<file path="config.mk">
export PLATFORM = sky130hd
export DESIGN_NAME = key_matrix_switch_mode_scanner_core
export DESIGN_NICKNAME = d
export VERILOG_FILES = /design/src/rtl/core/kmss_pkg.sv /design/src/rtl/core/key_matrix_switch_mode_scanner_core.sv /design/src/rtl/core/kmss_queue.sv /design/src/rtl/core/kmss_front.sv /design/src/rtl/core/kmss_back.sv
export SDC_FILE = /design/constraint.sdc
export NUM_CORES = 1
export LEC_CHECK = 0
export BUFFER_PORTS_ARGS = -buffer_cell sky130_fd_sc_hd__buf_2
export CAP_MARGIN = 5
export CORE_MARGIN = 1.5
export CORE_UTILIZATION = 55
export DETAILED_ROUTE_END_ITERATION = 12
export PLACE_DENSITY_LB_ADDON = 0.05
export REMOVE_ABC_BUFFERS = 1
export SLEW_MARGIN = 20
export SYNTH_ARGS = -nofsm -noshare
export SYNTH_HDL_FRONTEND = slang
export SYNTH_HIERARCHICAL = 1
export SYNTH_SLANG_ARGS = --single-unit
</file>
<file path="constraint.sdc">
create_clock -name i_clk -period 4.25 [get_ports i_clk]
set_input_delay 0 -clock i_clk [delete_from_list [all_inputs] [get_ports i_clk]]
set_output_delay 0 -clock i_clk [all_outputs]
set_load 0.05 [all_outputs]
</file>
<file path="src/rtl/core/kmss_pkg.sv">
// ----------------------------------------------------------------------------
// kmss_pkg
// Shared types and constants of the key matrix switch-mode scanner.
// ----------------------------------------------------------------------------
package kmss_pkg;

    localparam int NUM_KEYS    = 32;
    localparam int ROW_W       = 4;
    localparam int KEY_W       = 7;
    localparam int QUEUE_DEPTH = 2;
    localparam int QPTR_W      = $clog2(QUEUE_DEPTH);
    localparam int QCNT_W      = $clog2(QUEUE_DEPTH + 1);

    typedef enum logic [1:0] {
        KIND_EVENT   = 2'd0,
        KIND_LEARN   = 2'd1,
        KIND_ADVANCE = 2'd2
    } t_kind;

    typedef enum logic [2:0] {
        CFG_LEARN_MODE      = 3'd0,
        CFG_KEY_HAS_EVENT   = 3'd1,
        CFG_PAIR_ENABLE     = 3'd2,
        CFG_KEY_MODES       = 3'd3,
        CFG_POLARITY_INVERT = 3'd4
    } t_cfg_idx;

    typedef enum logic [1:0] {
        MODE_NONE     = 2'd0,
        MODE_FOLLOW   = 2'd1,
        MODE_ONE_SIDE = 2'd2,
        MODE_FLIP     = 2'd3
    } t_mode;

    typedef struct packed {
        logic        learn_mode;
        logic [31:0] key_has_event;
        logic [15:0] pair_enable;
        logic [63:0] key_modes;
        logic [31:0] polarity_invert;
    } t_cfg;

    typedef struct packed {
        logic [ROW_W-1:0] row;
        logic [ROW_W-1:0] diff;
        logic [KEY_W-1:0] base;
        logic [2:0]       next_col;
        logic             scan_done;
    } t_cmd;

endpackage

</file>
<file path="src/rtl/core/key_matrix_switch_mode_scanner_core.sv">
// ----------------------------------------------------------------------------
// key_matrix_switch_mode_scanner_core
// Key matrix scanner: classify front, command queue, execute back.
// ----------------------------------------------------------------------------
// Flow: a taken item is written to the command queue, popped into the execute
// unit's command register, and its row results, then the column result, are
// registered for output. The execute unit steps one row per cycle while the
// output is not stalled; the front keeps queueing items meanwhile until full.
// Reset (synchronous, active low) clears configuration, row memory, key
// states, column and scan flag directly; no clearing pass.
// ----------------------------------------------------------------------------
module key_matrix_switch_mode_scanner_core #(
    parameter int NUM_COLUMNS = 8,
    parameter int NUM_ROWS    = 4
) (
    input  logic        i_clk,
    input  logic        i_rst_n,
    input  logic        i_valid,
    output logic        o_stall,
    input  logic [3:0]  i_row_bits,
    output logic        o_valid,
    input  logic        i_stall,
    output logic [1:0]  o_kind,
    output logic [5:0]  o_key_number,
    output logic        o_on_off,
    output logic        o_key_state,
    output logic [2:0]  o_next_column,
    output logic        o_last,
    input  logic        i_cfg_valid,
    output logic        o_cfg_ready,
    input  logic [2:0]  i_cfg_index,
    input  logic [63:0] i_cfg_data
);

    kmss_pkg::t_cfg r_cfg, n_cfg;
    kmss_pkg::t_cmd push_cmd, head_cmd;
    logic           push, pop, q_full, q_empty;

    assign o_cfg_ready = 1'b1;

    always_comb begin
        n_cfg = r_cfg;
        if (i_cfg_valid) begin
            case (kmss_pkg::t_cfg_idx'(i_cfg_index))
                kmss_pkg::CFG_LEARN_MODE:      n_cfg.learn_mode      = i_cfg_data[0];
                kmss_pkg::CFG_KEY_HAS_EVENT:   n_cfg.key_has_event   = i_cfg_data[31:0];
                kmss_pkg::CFG_PAIR_ENABLE:     n_cfg.pair_enable     = i_cfg_data[15:0];
                kmss_pkg::CFG_KEY_MODES:       n_cfg.key_modes       = i_cfg_data;
                kmss_pkg::CFG_POLARITY_INVERT: n_cfg.polarity_invert = i_cfg_data[31:0];
                default: begin
                    n_cfg = r_cfg;
                end
            endcase
        end
    end

    always_ff @(posedge i_clk) begin
        if (!i_rst_n) begin
            r_cfg <= '0;
        end else begin
            r_cfg <= n_cfg;
        end
    end

    kmss_front #(
        .NUM_COLUMNS (NUM_COLUMNS),
        .NUM_ROWS    (NUM_ROWS)
    ) u_front (
        .i_clk      (i_clk),
        .i_rst_n    (i_rst_n),
        .i_valid    (i_valid),
        .o_stall    (o_stall),
        .i_row_bits (i_row_bits),
        .i_q_full   (q_full),
        .o_push     (push),
        .o_cmd      (push_cmd)
    );

    kmss_queue u_queue (
        .i_clk   (i_clk),
        .i_rst_n (i_rst_n),
        .i_push  (push),
        .i_cmd   (push_cmd),
        .o_full  (q_full),
        .i_pop   (pop),
        .o_empty (q_empty),
        .o_head  (head_cmd)
    );

    kmss_back #(
        .NUM_ROWS (NUM_ROWS)
    ) u_back (
        .i_clk         (i_clk),
        .i_rst_n       (i_rst_n),
        .i_cfg         (r_cfg),
        .i_q_empty     (q_empty),
        .i_q_head      (head_cmd),
        .o_q_pop       (pop),
        .o_valid       (o_valid),
        .i_stall       (i_stall),
        .o_kind        (o_kind),
        .o_key_number  (o_key_number),
        .o_on_off      (o_on_off),
        .o_key_state   (o_key_state),
        .o_next_column (o_next_column),
        .o_last        (o_last)
    );

endmodule

</file>
<file path="src/rtl/core/kmss_queue.sv">
// ----------------------------------------------------------------------------
// kmss_queue
// Short command queue between the classify front and the execute back.
// ----------------------------------------------------------------------------
module kmss_queue (
    input  logic            i_clk,
    input  logic            i_rst_n,
    input  logic            i_push,
    input  kmss_pkg::t_cmd  i_cmd,
    output logic            o_full,
    input  logic            i_pop,
    output logic            o_empty,
    output kmss_pkg::t_cmd  o_head
);

    kmss_pkg::t_cmd                    r_mem [kmss_pkg::QUEUE_DEPTH];
    logic [kmss_pkg::QPTR_W-1:0]       r_wp, n_wp;
    logic [kmss_pkg::QPTR_W-1:0]       r_rp, n_rp;
    logic [kmss_pkg::QCNT_W-1:0]       r_cnt, n_cnt;

    assign o_full  = (r_cnt == kmss_pkg::QCNT_W'(kmss_pkg::QUEUE_DEPTH));
    assign o_empty = (r_cnt == '0);
    assign o_head  = r_mem[r_rp];

    always_comb begin
        n_wp  = r_wp;
        n_rp  = r_rp;
        n_cnt = r_cnt;
        if (i_push) begin
            n_wp = r_wp + 1'b1;
        end
        if (i_pop) begin
            n_rp = r_rp + 1'b1;
        end
        if (i_push && !i_pop) begin
            n_cnt = r_cnt + 1'b1;
        end else if (!i_push && i_pop) begin
            n_cnt = r_cnt - 1'b1;
        end
    end

    always_ff @(posedge i_clk) begin
        if (!i_rst_n) begin
            r_wp  <= '0;
            r_rp  <= '0;
            r_cnt <= '0;
        end else begin
            r_wp  <= n_wp;
            r_rp  <= n_rp;
            r_cnt <= n_cnt;
        end
    end

    always_ff @(posedge i_clk) begin
        if (i_push) begin
            r_mem[r_wp] <= i_cmd;
        end
    end

endmodule

</file>
<file path="src/rtl/core/kmss_front.sv">
// ----------------------------------------------------------------------------
// kmss_front
// Accepts row samples, compares them with the stored row of the driven
// column and queues a command for the execute unit.
// ----------------------------------------------------------------------------
module kmss_front #(
    parameter int NUM_COLUMNS = 8,
    parameter int NUM_ROWS    = 4
) (
    input  logic                         i_clk,
    input  logic                         i_rst_n,
    input  logic                         i_valid,
    output logic                         o_stall,
    input  logic [kmss_pkg::ROW_W-1:0]   i_row_bits,
    input  logic                         i_q_full,
    output logic                         o_push,
    output kmss_pkg::t_cmd               o_cmd
);

    localparam int ROWS_EFF = (NUM_ROWS < kmss_pkg::ROW_W) ? NUM_ROWS : kmss_pkg::ROW_W;
    localparam int CW       = (NUM_COLUMNS > 1) ? $clog2(NUM_COLUMNS) : 1;
    localparam logic [kmss_pkg::ROW_W-1:0] ROW_MASK = kmss_pkg::ROW_W'((1 << ROWS_EFF) - 1);

    logic [kmss_pkg::ROW_W-1:0] r_row_mem [NUM_COLUMNS];
    logic [CW-1:0]              r_col, n_col;
    logic                       r_scan_done, n_scan_done;
    logic [kmss_pkg::ROW_W-1:0] row;
    logic [3:0]                 n_col_ext;
    logic                       wrap;

    assign o_stall = i_q_full;
    assign o_push  = i_valid && !i_q_full;

    always_comb begin
        row         = i_row_bits & ROW_MASK;
        wrap        = (r_col == CW'(NUM_COLUMNS - 1));
        n_col       = wrap ? '0 : r_col + 1'b1;
        n_scan_done = r_scan_done | wrap;
        n_col_ext   = 4'(n_col);

        o_cmd.row       = row;
        o_cmd.diff      = row ^ r_row_mem[r_col];
        o_cmd.base      = kmss_pkg::KEY_W'(r_col) * kmss_pkg::KEY_W'(NUM_ROWS);
        o_cmd.next_col  = n_col_ext[2:0];
        o_cmd.scan_done = r_scan_done;
    end

    always_ff @(posedge i_clk) begin
        if (!i_rst_n) begin
            r_col       <= '0;
            r_scan_done <= 1'b0;
            for (int c = 0; c < NUM_COLUMNS; c++) begin
                r_row_mem[c] <= '0;
            end
        end else if (o_push) begin
            r_col            <= n_col;
            r_scan_done      <= n_scan_done;
            r_row_mem[r_col] <= row;
        end
    end

endmodule

</file>
<file path="src/rtl/core/kmss_back.sv">
// ----------------------------------------------------------------------------
// kmss_back
// Execute unit: walks all rows of one command, resolves key modes of the
// changed ones, updates key output states and drives the result register.
// ----------------------------------------------------------------------------
module kmss_back #(
    parameter int NUM_ROWS = 4
) (
    input  logic                          i_clk,
    input  logic                          i_rst_n,
    input  kmss_pkg::t_cfg                i_cfg,
    input  logic                          i_q_empty,
    input  kmss_pkg::t_cmd                i_q_head,
    output logic                          o_q_pop,
    output logic                          o_valid,
    input  logic                          i_stall,
    output logic [1:0]                    o_kind,
    output logic [5:0]                    o_key_number,
    output logic                          o_on_off,
    output logic                          o_key_state,
    output logic [2:0]                    o_next_column,
    output logic                          o_last
);

    localparam int ROWS_EFF = (NUM_ROWS < kmss_pkg::ROW_W) ? NUM_ROWS : kmss_pkg::ROW_W;
    localparam int IW       = $clog2(ROWS_EFF + 1);

    logic                           r_busy, n_busy;
    kmss_pkg::t_cmd                 r_cmd, n_cmd;
    logic [IW-1:0]                  r_idx, n_idx;
    logic [kmss_pkg::NUM_KEYS-1:0]  r_key_st, n_key_st;
    logic                           r_o_valid, n_o_valid;
    kmss_pkg::t_kind                r_o_kind, n_o_kind;
    logic [5:0]                     r_o_key, n_o_key;
    logic                           r_o_on, n_o_on;
    logic                           r_o_st, n_o_st;
    logic [2:0]                     r_o_col, n_o_col;
    logic                           r_o_last, n_o_last;

    logic                           out_free, step, at_end;
    logic [kmss_pkg::ROW_W-1:0]     diff_sh, row_sh;
    logic                           changed, press;
    logic [kmss_pkg::KEY_W-1:0]     key, key_p1;
    logic [4:0]                     key5, owner;
    logic                           in_range, paired, handled;
    kmss_pkg::t_mode                mode;
    logic                           pol;
    logic                           produce, new_st, ev_on;

    assign o_valid       = r_o_valid;
    assign o_kind        = r_o_kind;
    assign o_key_number  = r_o_key;
    assign o_on_off      = r_o_on;
    assign o_key_state   = r_o_st;
    assign o_next_column = r_o_col;
    assign o_last        = r_o_last;

    always_comb begin
        out_free = !r_o_valid || !i_stall;
        step     = r_busy && out_free;
        at_end   = (r_idx == IW'(ROWS_EFF));
        o_q_pop  = !i_q_empty && (!r_busy || (step && at_end));

        diff_sh  = r_cmd.diff >> r_idx;
        row_sh   = r_cmd.row >> r_idx;
        changed  = diff_sh[0];
        press    = row_sh[0];
        key      = r_cmd.base + kmss_pkg::KEY_W'(r_idx);
        key_p1   = key + kmss_pkg::KEY_W'(1);
        key5     = key[4:0];
        in_range = (key < kmss_pkg::KEY_W'(kmss_pkg::NUM_KEYS));
        paired   = i_cfg.key_has_event[{key5[4:1], 1'b0}] && i_cfg.pair_enable[key5[4:1]];
        handled  = in_range && (paired || i_cfg.key_has_event[key5]);
        owner    = paired ? {key5[4:1], 1'b0} : key5;
        mode     = kmss_pkg::t_mode'(i_cfg.key_modes[{key5, 1'b0} +: 2]);
        pol      = i_cfg.polarity_invert[key5];

        produce = 1'b0;
        new_st  = r_key_st[owner];
        ev_on   = press;
        if (handled) begin
            if (paired) begin
                produce = press;
                new_st  = ~key5[0];
                ev_on   = ~key5[0];
            end else begin
                case (mode)
                    kmss_pkg::MODE_FOLLOW: begin
                        produce = 1'b1;
                        new_st  = press ^ pol;
                        ev_on   = press ^ pol;
                    end
                    kmss_pkg::MODE_ONE_SIDE: begin
                        produce = press;
                        new_st  = ~pol;
                        ev_on   = ~pol;
                    end
                    kmss_pkg::MODE_FLIP: begin
                        produce = press;
                        new_st  = ~r_key_st[owner];
                        ev_on   = ~r_key_st[owner];
                    end
                    default: begin
                        produce = 1'b0;
                    end
                endcase
            end
        end

        n_busy    = r_busy;
        n_cmd     = r_cmd;
        n_idx     = r_idx;
        n_key_st  = r_key_st;
        n_o_valid = r_o_valid && i_stall;
        n_o_kind  = r_o_kind;
        n_o_key   = r_o_key;
        n_o_on    = r_o_on;
        n_o_st    = r_o_st;
        n_o_col   = r_o_col;
        n_o_last  = r_o_last;

        if (step) begin
            if (at_end) begin
                n_busy    = 1'b0;
                n_o_valid = 1'b1;
                n_o_kind  = kmss_pkg::KIND_ADVANCE;
                n_o_key   = '0;
                n_o_on    = 1'b0;
                n_o_st    = 1'b0;
                n_o_col   = r_cmd.next_col;
                n_o_last  = 1'b1;
            end else begin
                n_idx = r_idx + 1'b1;
                if (changed) begin
                    if (i_cfg.learn_mode) begin
                        n_o_valid = 1'b1;
                        n_o_kind  = kmss_pkg::KIND_LEARN;
                        n_o_key   = key_p1[5:0];
                        n_o_on    = 1'b0;
                        n_o_st    = 1'b0;
                        n_o_col   = '0;
                        n_o_last  = 1'b0;
                    end else if (produce) begin
                        n_key_st[owner] = new_st;
                        if (r_cmd.scan_done) begin
                            n_o_valid = 1'b1;
                            n_o_kind  = kmss_pkg::KIND_EVENT;
                            n_o_key   = 6'(owner);
                            n_o_on    = ev_on;
                            n_o_st    = new_st;
                            n_o_col   = '0;
                            n_o_last  = 1'b0;
                        end
                    end
                end
            end
        end

        if (o_q_pop) begin
            n_busy = 1'b1;
            n_cmd  = i_q_head;
            n_idx  = '0;
        end
    end

    always_ff @(posedge i_clk) begin
        if (!i_rst_n) begin
            r_busy    <= 1'b0;
            r_idx     <= '0;
            r_key_st  <= '0;
            r_o_valid <= 1'b0;
        end else begin
            r_busy    <= n_busy;
            r_idx     <= n_idx;
            r_key_st  <= n_key_st;
            r_o_valid <= n_o_valid;
        end
    end

    always_ff @(posedge i_clk) begin
        r_cmd    <= n_cmd;
        r_o_kind <= n_o_kind;
        r_o_key  <= n_o_key;
        r_o_on   <= n_o_on;
        r_o_st   <= n_o_st;
        r_o_col  <= n_o_col;
        r_o_last <= n_o_last;
    end

endmodule
</file>
* After elaboration in Yosys (flattened, before gate mapping)
Memory sizes are Yosys's and may differ from the RTL's. A register that Yosys moved wholly into a read port is not among the register bits.
Index checks and enable logic that the tools add are counted.
** Word-level totals
- Bits in registers :: 211
- Bits in writable memories :: 62
- Output and inout bits :: 17
- Logic and storage cells :: 169
- Memories :: 2
** Cells by class
- $add $sub $neg :: 8
- $lt $le $gt $ge :: 6
- Equal/unequal tests :: 10
- Shifts and indexed selects :: 3
- Mux-type cells :: 70
- Bitwise gates (word level) :: 9
- Reduce and logical (&&, ||, !) cells :: 40
** Memories
- u_front.r_row_mem :: words 8, width 4, rd ports 1, clocked after memory_dff 1, wr ports 8, RTL line kmss_front.sv:24 : logic [kmss_pkg::ROW_W-1:0] r_row_mem [NUM_COLUMNS];
- u_queue.r_mem :: words 2, width 15, rd ports 1, clocked after memory_dff 1, wr ports 1, RTL line kmss_queue.sv:16 : kmss_pkg::t_cmd r_mem [kmss_pkg::QUEUE_DEPTH];
** Operators with widths (number)
- $shiftx A64 B7 Y2 :: 1
- $mux W1 :: 40
- $bwmux W32 :: 1
- $mux W3 :: 9
- $mux W6 :: 4
- $lt A5 B6 Y1 const B :: 3
- $bmux W1 S5 :: 3
- $reduce_and A2 Y1 :: 7
- $mux W2 :: 6
- $logic_and A1 B1 Y1 :: 10
- $eq A3 B3 Y1 const B :: 3
- $bmux W1 S4 :: 2
- $reduce_bool A2 Y1 :: 4
- $shr A4 B3 Y1 :: 2
- $add A7 B3 Y7 :: 1
- $logic_not A1 Y1 :: 7
- $lt A7 B6 Y1 const B :: 1
- $add A3 B1 Y3 const B :: 2
- $add A6 B1 Y6 const B :: 1
- $eq A2 B2 Y1 const B :: 3
- $eq A3 B2 Y1 const B :: 2
- $not A1 Y1 :: 6
- $pmux W1 S3 :: 2
- $reduce_bool A3 Y1 :: 2
- other kinds (20) :: 24

* Depth between registers and ports, before layout
- Word-level depth :: 15
- Depth in mapped cells :: 16
- Depth with buffers taken out :: 12

* Hierarchy
The synthesis kept the hierarchy.
** Modules (own cells, without submodules)
- key_matrix_switch_mode_scanner_core :: times used 1, cells an instance 546, area an instance 5542.8 µm²
- kmss_back :: times used 1, cells an instance 522, area an instance 5363.9 µm²
- kmss_front :: times used 1, cells an instance 144, area an instance 1921.8 µm²
- kmss_queue :: times used 1, cells an instance 81, area an instance 1590.3 µm²

* Worst setup path after synthesis
Ideal clock, no wire load.
- Kind :: reg-to-reg
- From :: register u_back.r_idx[0]
- To :: register u_back.r_o_key[0], in the netlist u_back/o_key_number[0] (enable)
- Library setup time :: 0.401 ns
- Data arrival time :: 3.886 ns
- Data required time :: 3.849 ns
- Setup slack :: -0.037 ns
- Cell stages (with the launch flop) :: 16
- Period minus slack after synthesis :: 4.287 ns
- Cell sequence :: dfxtp_1 ha_1 inv_1 fa_1 buf_4 buf_6 buf_6 nand3_1 o211ai_1 a22oi_1 o21ai_1 nand2_1 nor3_1 a211o_1 a21oi_1 o21ai_0
** On the way
- Word-level cells in the longest chain between the ends :: 9
** Ends and longest elaborated chain
- start: declaration :: RTL line kmss_back.sv:30 : logic [IW-1:0] r_idx, n_idx;
- start signal: assignment :: RTL line kmss_back.sv:174 : r_idx <= n_idx;
- $add A7 B3 Y7 :: RTL line kmss_back.sv:68 : key = r_cmd.base + kmss_pkg::KEY_W'(r_idx);
- $shiftx A64 B7 Y2 / $bmux W1 S4 (equally long branches) :: RTL line kmss_back.sv:75, kmss_back.sv:72
- $eq A2 B2 Y1 / $mux W1 (equally long branches) :: RTL line kmss_back.sv:87, kmss_back.sv:72
- $reduce_or A2 Y1 (no line) / $logic_and A1 B1 Y1 (equally long branches)
- $pmux W1 S2 / $logic_or A1 B1 Y1 (equally long branches) :: RTL line kmss_back.sv:87, kmss_back.sv:73
- $mux W1 / $logic_and A1 B1 Y1 (equally long branches) :: RTL line kmss_back.sv:82, kmss_back.sv:73
- $mux W1 :: RTL line kmss_back.sv:81 : if (handled) begin
- $reduce_bool A3 Y1 (no line)
- $reduce_and A4 Y1 (no line) *
- end signal: assignment :: RTL line kmss_back.sv:183 : r_o_key <= n_o_key;
- end: declaration :: RTL line kmss_back.sv:34 : logic [5:0] r_o_key, n_o_key;
Every way passes the cells marked *; elsewhere a longest branch is shown, timed or not. The select of a mux whose other input is x is not followed.
A chain may end at the register's enable or synchronous reset.

* Worst setup path in the final report
- From :: register u_back/r_cmd[4] (netlist bit)
- To :: register u_back/r_key_st[11] (netlist bit)
** On the way
- Word-level cells in the longest chain between the ends :: 12
** Ends and longest elaborated chain
- start: declaration :: RTL line kmss_back.sv:29 : kmss_pkg::t_cmd r_cmd, n_cmd;
- start signal: assignment :: RTL line kmss_back.sv:181 : r_cmd <= n_cmd;
- $add A7 B3 Y7 * :: RTL line kmss_back.sv:68
- $bmux W1 S4 :: RTL line kmss_back.sv:72 : paired = i_cfg.key_has_event[{key5[4:1], 1'b0}] && i_cfg.pair_enable[key5[4:1]];
- $mux W1 (not written as such) :: RTL line kmss_back.sv:72
- $logic_and A1 B1 Y1 :: RTL line kmss_back.sv:72
- $mux W1 :: RTL line kmss_back.sv:74 : owner = paired ? {key5[4:1], 1'b0} : key5;
- $bmux W1 S5 :: RTL line kmss_back.sv:79, kmss_back.sv:100
- $mux W1 (not written as such) :: RTL line kmss_back.sv:79, kmss_back.sv:100
- $not A1 Y1 :: RTL line kmss_back.sv:100 : new_st = ~r_key_st[owner];
- $pmux W1 S3 :: RTL line kmss_back.sv:87 : case (mode)
- $mux W1 :: RTL line kmss_back.sv:82 : if (paired) begin
- $mux W1 :: RTL line kmss_back.sv:81
- $bwmux W32 :: RTL line kmss_back.sv:144 : n_key_st[owner] = new_st;
- end signal: assignment :: RTL line kmss_back.sv:175 : r_key_st <= n_key_st;
- end: declaration :: RTL line kmss_back.sv:31 : logic [kmss_pkg::NUM_KEYS-1:0] r_key_st, n_key_st;
Marked as above.

==> reports/metrics.cfg <==
[place]
gp_congestion=0.841
dp_hpwl_um=21700
placed_cells=1671
io_buffers=91

[critical_path]
max_stage_delay_ps=870
r2r_slack_ps=160
r2r_cells=15
required_ps=4690
worstPathMaxFanout=28
r2r_end=u_back/r_key_st[11]$_SDFFE_PN0P_
cp-end-kind=flop
critPathLaunchType=flop
cp.arrival_ps=4530
r2r-start=u_back/r_cmd[4]$_DFFE_PP_
path_cells=ha_2 -> inv_1 -> fa_4 -> buf_12 -> buf_4 -> o211ai_1 -> a211oi_2 -> o21ai_2 -> a21boi_4 -> buf_4 -> mux2i_1 -> a311oi_4 -> nor2_4 -> buf_4 -> o32ai_1
slowest_stage=fa_4
cp_num_cells=15
critical_path.startpoint=u_back/r_cmd[4]$_DFFE_PP_
crit_top_cell=buf_4
cp_top_family=compound AO/OA/AOI/OAI gates
crit_buf_inv=5
timing_worst_setup_path_type=flop to flop

[global_routing]
grt_antenna_before_repair=0
globalRoute.totalOverflow=0
grt_pass1_wl_um=53200
grt_start_max_net_pins=171
grt_pass1_vias=10000
grt_usage_pct=25.1

[floorplanning]
rows=59
start_util_pct=55.6
core_sq_mm=0.0259
dieArea_sq_mm=0.0272
die-width_um=165
ioPinCount=93
die_h_um=165

[logic_synthesis]
synth_cell_type_count=79
synth-main-ff-cell=dfxtp_1
ys_seq_elements=296
syn_area_sq_mm=0.0144
ys_seq_area_share_pct=48.2
synth_edf_count=102
syn_area_per_cell_sq_um=11.2
synthCells=1293
synth_warnings=6
synthArstFlopShare_pct=0

[clocking]
numCtsBuffers=30
clock_tree.root_cell=clkbuf_16
clock_path_buffers=3
worstSkewPairLatency_ps=560
cts_max_level=1
clock_sinks=296
post_cts_buffers=0
cts_tree=yes
clk_pin_slew_worst_paths_ps=60

[hold_path]
hold_path_end=u_front/r_scan_done$_SDFFE_PN0N_
hold_depth=4
hp-start=i_valid
hold_class=input port to flop

[finish]
fin_cells=1801
fill_cells=2026
fin_nets=1527
syn_to_final_growth_pct=16.6
drive_gt1_share_pct=20.2
n_antenna_cell=0

[sta]
hold_violations=0
finalMaxSlewViolations=0
tns_ps=0
worst_pin_slew_ps=989
slew_headroom_pct=34.1
grt_setup_unrepaired=no
setup_violations=0
clock_skew_ps=12.1
min_period_over_period_pct=96.2
min_period_ps=4090
fmax_ghz=0.244

[power]
ir_worst_vdd_mv=0.346
leakage_uw=0.00633
power_density_mw_per_mm2=544

[route]
drt-initial-drc-count=801
route.detailed.drc=0
num_vias=10200
drt_wl_total_um=33500
ant_nets=0
viasPerCell=5.64
wl_per_cell_um=18.6
drt_first_pass_iters=5

[flow_run]
maxCapViolations=0

[outcome]
status=finished, final reports clean

==> cells in the mapped netlist (5+ instances only) <==
cell	instances	share of area, %
nand2_1	302	7.9
dfxtp_1	194	27
mux2i_1	186	13
edfxtp_1	102	21
and2_1	38	1.6
mux4_2	37	5.8
buf_2	30	1.0
nand3_1	30	1.0
nor2_1	28	0.73
mux2_2	23	1.8
buf_6	22	1.7
o21ai_0	22	0.76
clkbuf_1	20	0.52
nor3_1	19	0.66
nor4_1	16	0.69
buf_4	15	0.78
a21oi_1	14	0.49
nor2b_1	12	0.52
xnor2_1	11	0.67
and3_1	10	0.43
nand2b_1	10	0.43
o32ai_1	10	0.61
buf_12	9	1.2
o32ai_2	9	1.0
ha_1	8	0.69
inv_1	8	0.21
o31ai_1	7	0.36
o211ai_1	6	0.31
o311ai_0	6	0.36
mux4_1	5	0.91
==> cell families (layout without fill, tap and decap cells) <==
| family | after synthesis | in the layout | synth area share [%] |
|---|---|---|---|
| other | 2 | 5 | 0.0521 |
| multiplexers | 252 | 252 | 21.5 |
| AO/OA/AOI/OAI | 116 | 116 | 6.89 |
| XOR/XNOR | 17 | 17 | 1.14 |
| flip-flops | 296 | 296 | 48.2 |
| buffers and inverters | 107 | 277 | 5.60 |
| AND/OR/NAND/NOR | 494 | 494 | 15.8 |
| adder cells (fa/ha/maj) | 9 | 9 | 0.833 |
==> worst min-delay path: cells and delay by family <==
| family | cells | cell delay, ps |
|---|---|---|
| compound gates | 1 | 180 |
| buf+inv | 1 | 120 |
| simple gates | 2 | 280 |
==> report_power, final <==
group	switching, uW	internal, uW
logic	1730	1200
clock network	1130	1710
registers	153	3220
total	3010	6130
==> routing by layer <==
| layer | vias to the layer above | wire, um | global-route usage (%) |
|---|---|---|---|
| met1 | 4892 | 15200 | 34.4 |
| met3 | 48 | 1800 | 3.62 |
| met5 | - | 0 | 0 |
| met4 | 0 | 681 | 6.59 |
| met2 | 280 | 15800 | 41.7 |
| li1 | 4936 | - | - |
==> how the worst max path moves through the flow <==
stage	end
final	u_back/r_key_st[11]$_SDFFE_PN0P_
after CTS	u_back/r_key_st[11]$_SDFFE_PN0P_
after detailed placement	u_back/o_key_number[3]$_SDFFCE_PP0P_
after floorplan	u_back/o_key_number[0]$_SDFFCE_PP0P_
after global placement	u_back/o_key_number[3]$_SDFFCE_PP0P_
after global routing	u_back/r_key_st[5]$_SDFFE_PN0P_
==> through the flow <==
stage          util (%)  hold WS, ps  power, uW  instance area (sq um)  worst slack (ps)
2_1_floorplan         -         98.9       5190                  13700             -1740
3_3_place_gp       57.7          247       6240                  14900              12.5
3_5_place_dp       57.7          252       6270                  14900              -167
4_1_cts            64.7         48.0       9150                  16800              57.1
5_1_grt            64.9          120       9560                  16800              2.44
6_report           64.9         72.9       9140                  16800               160
==> flip-flops by register name, indices dropped and copies added (netlist names), 2 cells and up, named ones only <==
register              cells
u_back/o_next_column      3
u_back/r_idx              3
u_queue/r_cnt             2
u_queue/r_mem            38
u_back/r_cmd             19
u_front/r_row_mem        32
u_back/o_key_number       6
u_back/r_key_st          32
u_back/o_kind             2
u_front/r_col             3
r_cfg                   145
==> layout by cell type, fill, tap and decap left out, types with 10 or more instances in the layout <==
cell type,n
xnor2_1,11
nor3_1,18
edfxtp_1,102
mux2i_1,186
a21oi_1,13
o32ai_1,10
o21ai_0,21
dlygate4sd3_1,74
and3_1,10
nor2_1,28
nand2_1,302
mux2_2,23
nand3_1,30
and2_1,38
mux4_2,37
buf_2,90
nor2b_1,12
dfxtp_1,194
nor4_1,14
clkbuf_16,31
nand2b_1,10
buf_4,43
==> timing repair <==
item                                    in CTS  in global routing
resized for setup                            1                  7
gates cloned                                 0                  0
endpoints found under the hold margin      196                  0
hold buffers                                74                  0
endpoints found under the setup margin      13                 33
==> final cells by class <==
class,count,area [sq um],share of cell area (%)
clock buffers,39,846,5.03
repair buffers,211,1590,9.45
clock inverters,17,228,1.35
well taps,335,419,2.49
flip-flops and latches,296,6950,41.3
multi-input cells,893,6740,40.1
inverters,10,37.5,0.223
Power figures use the tool's default switching activity.
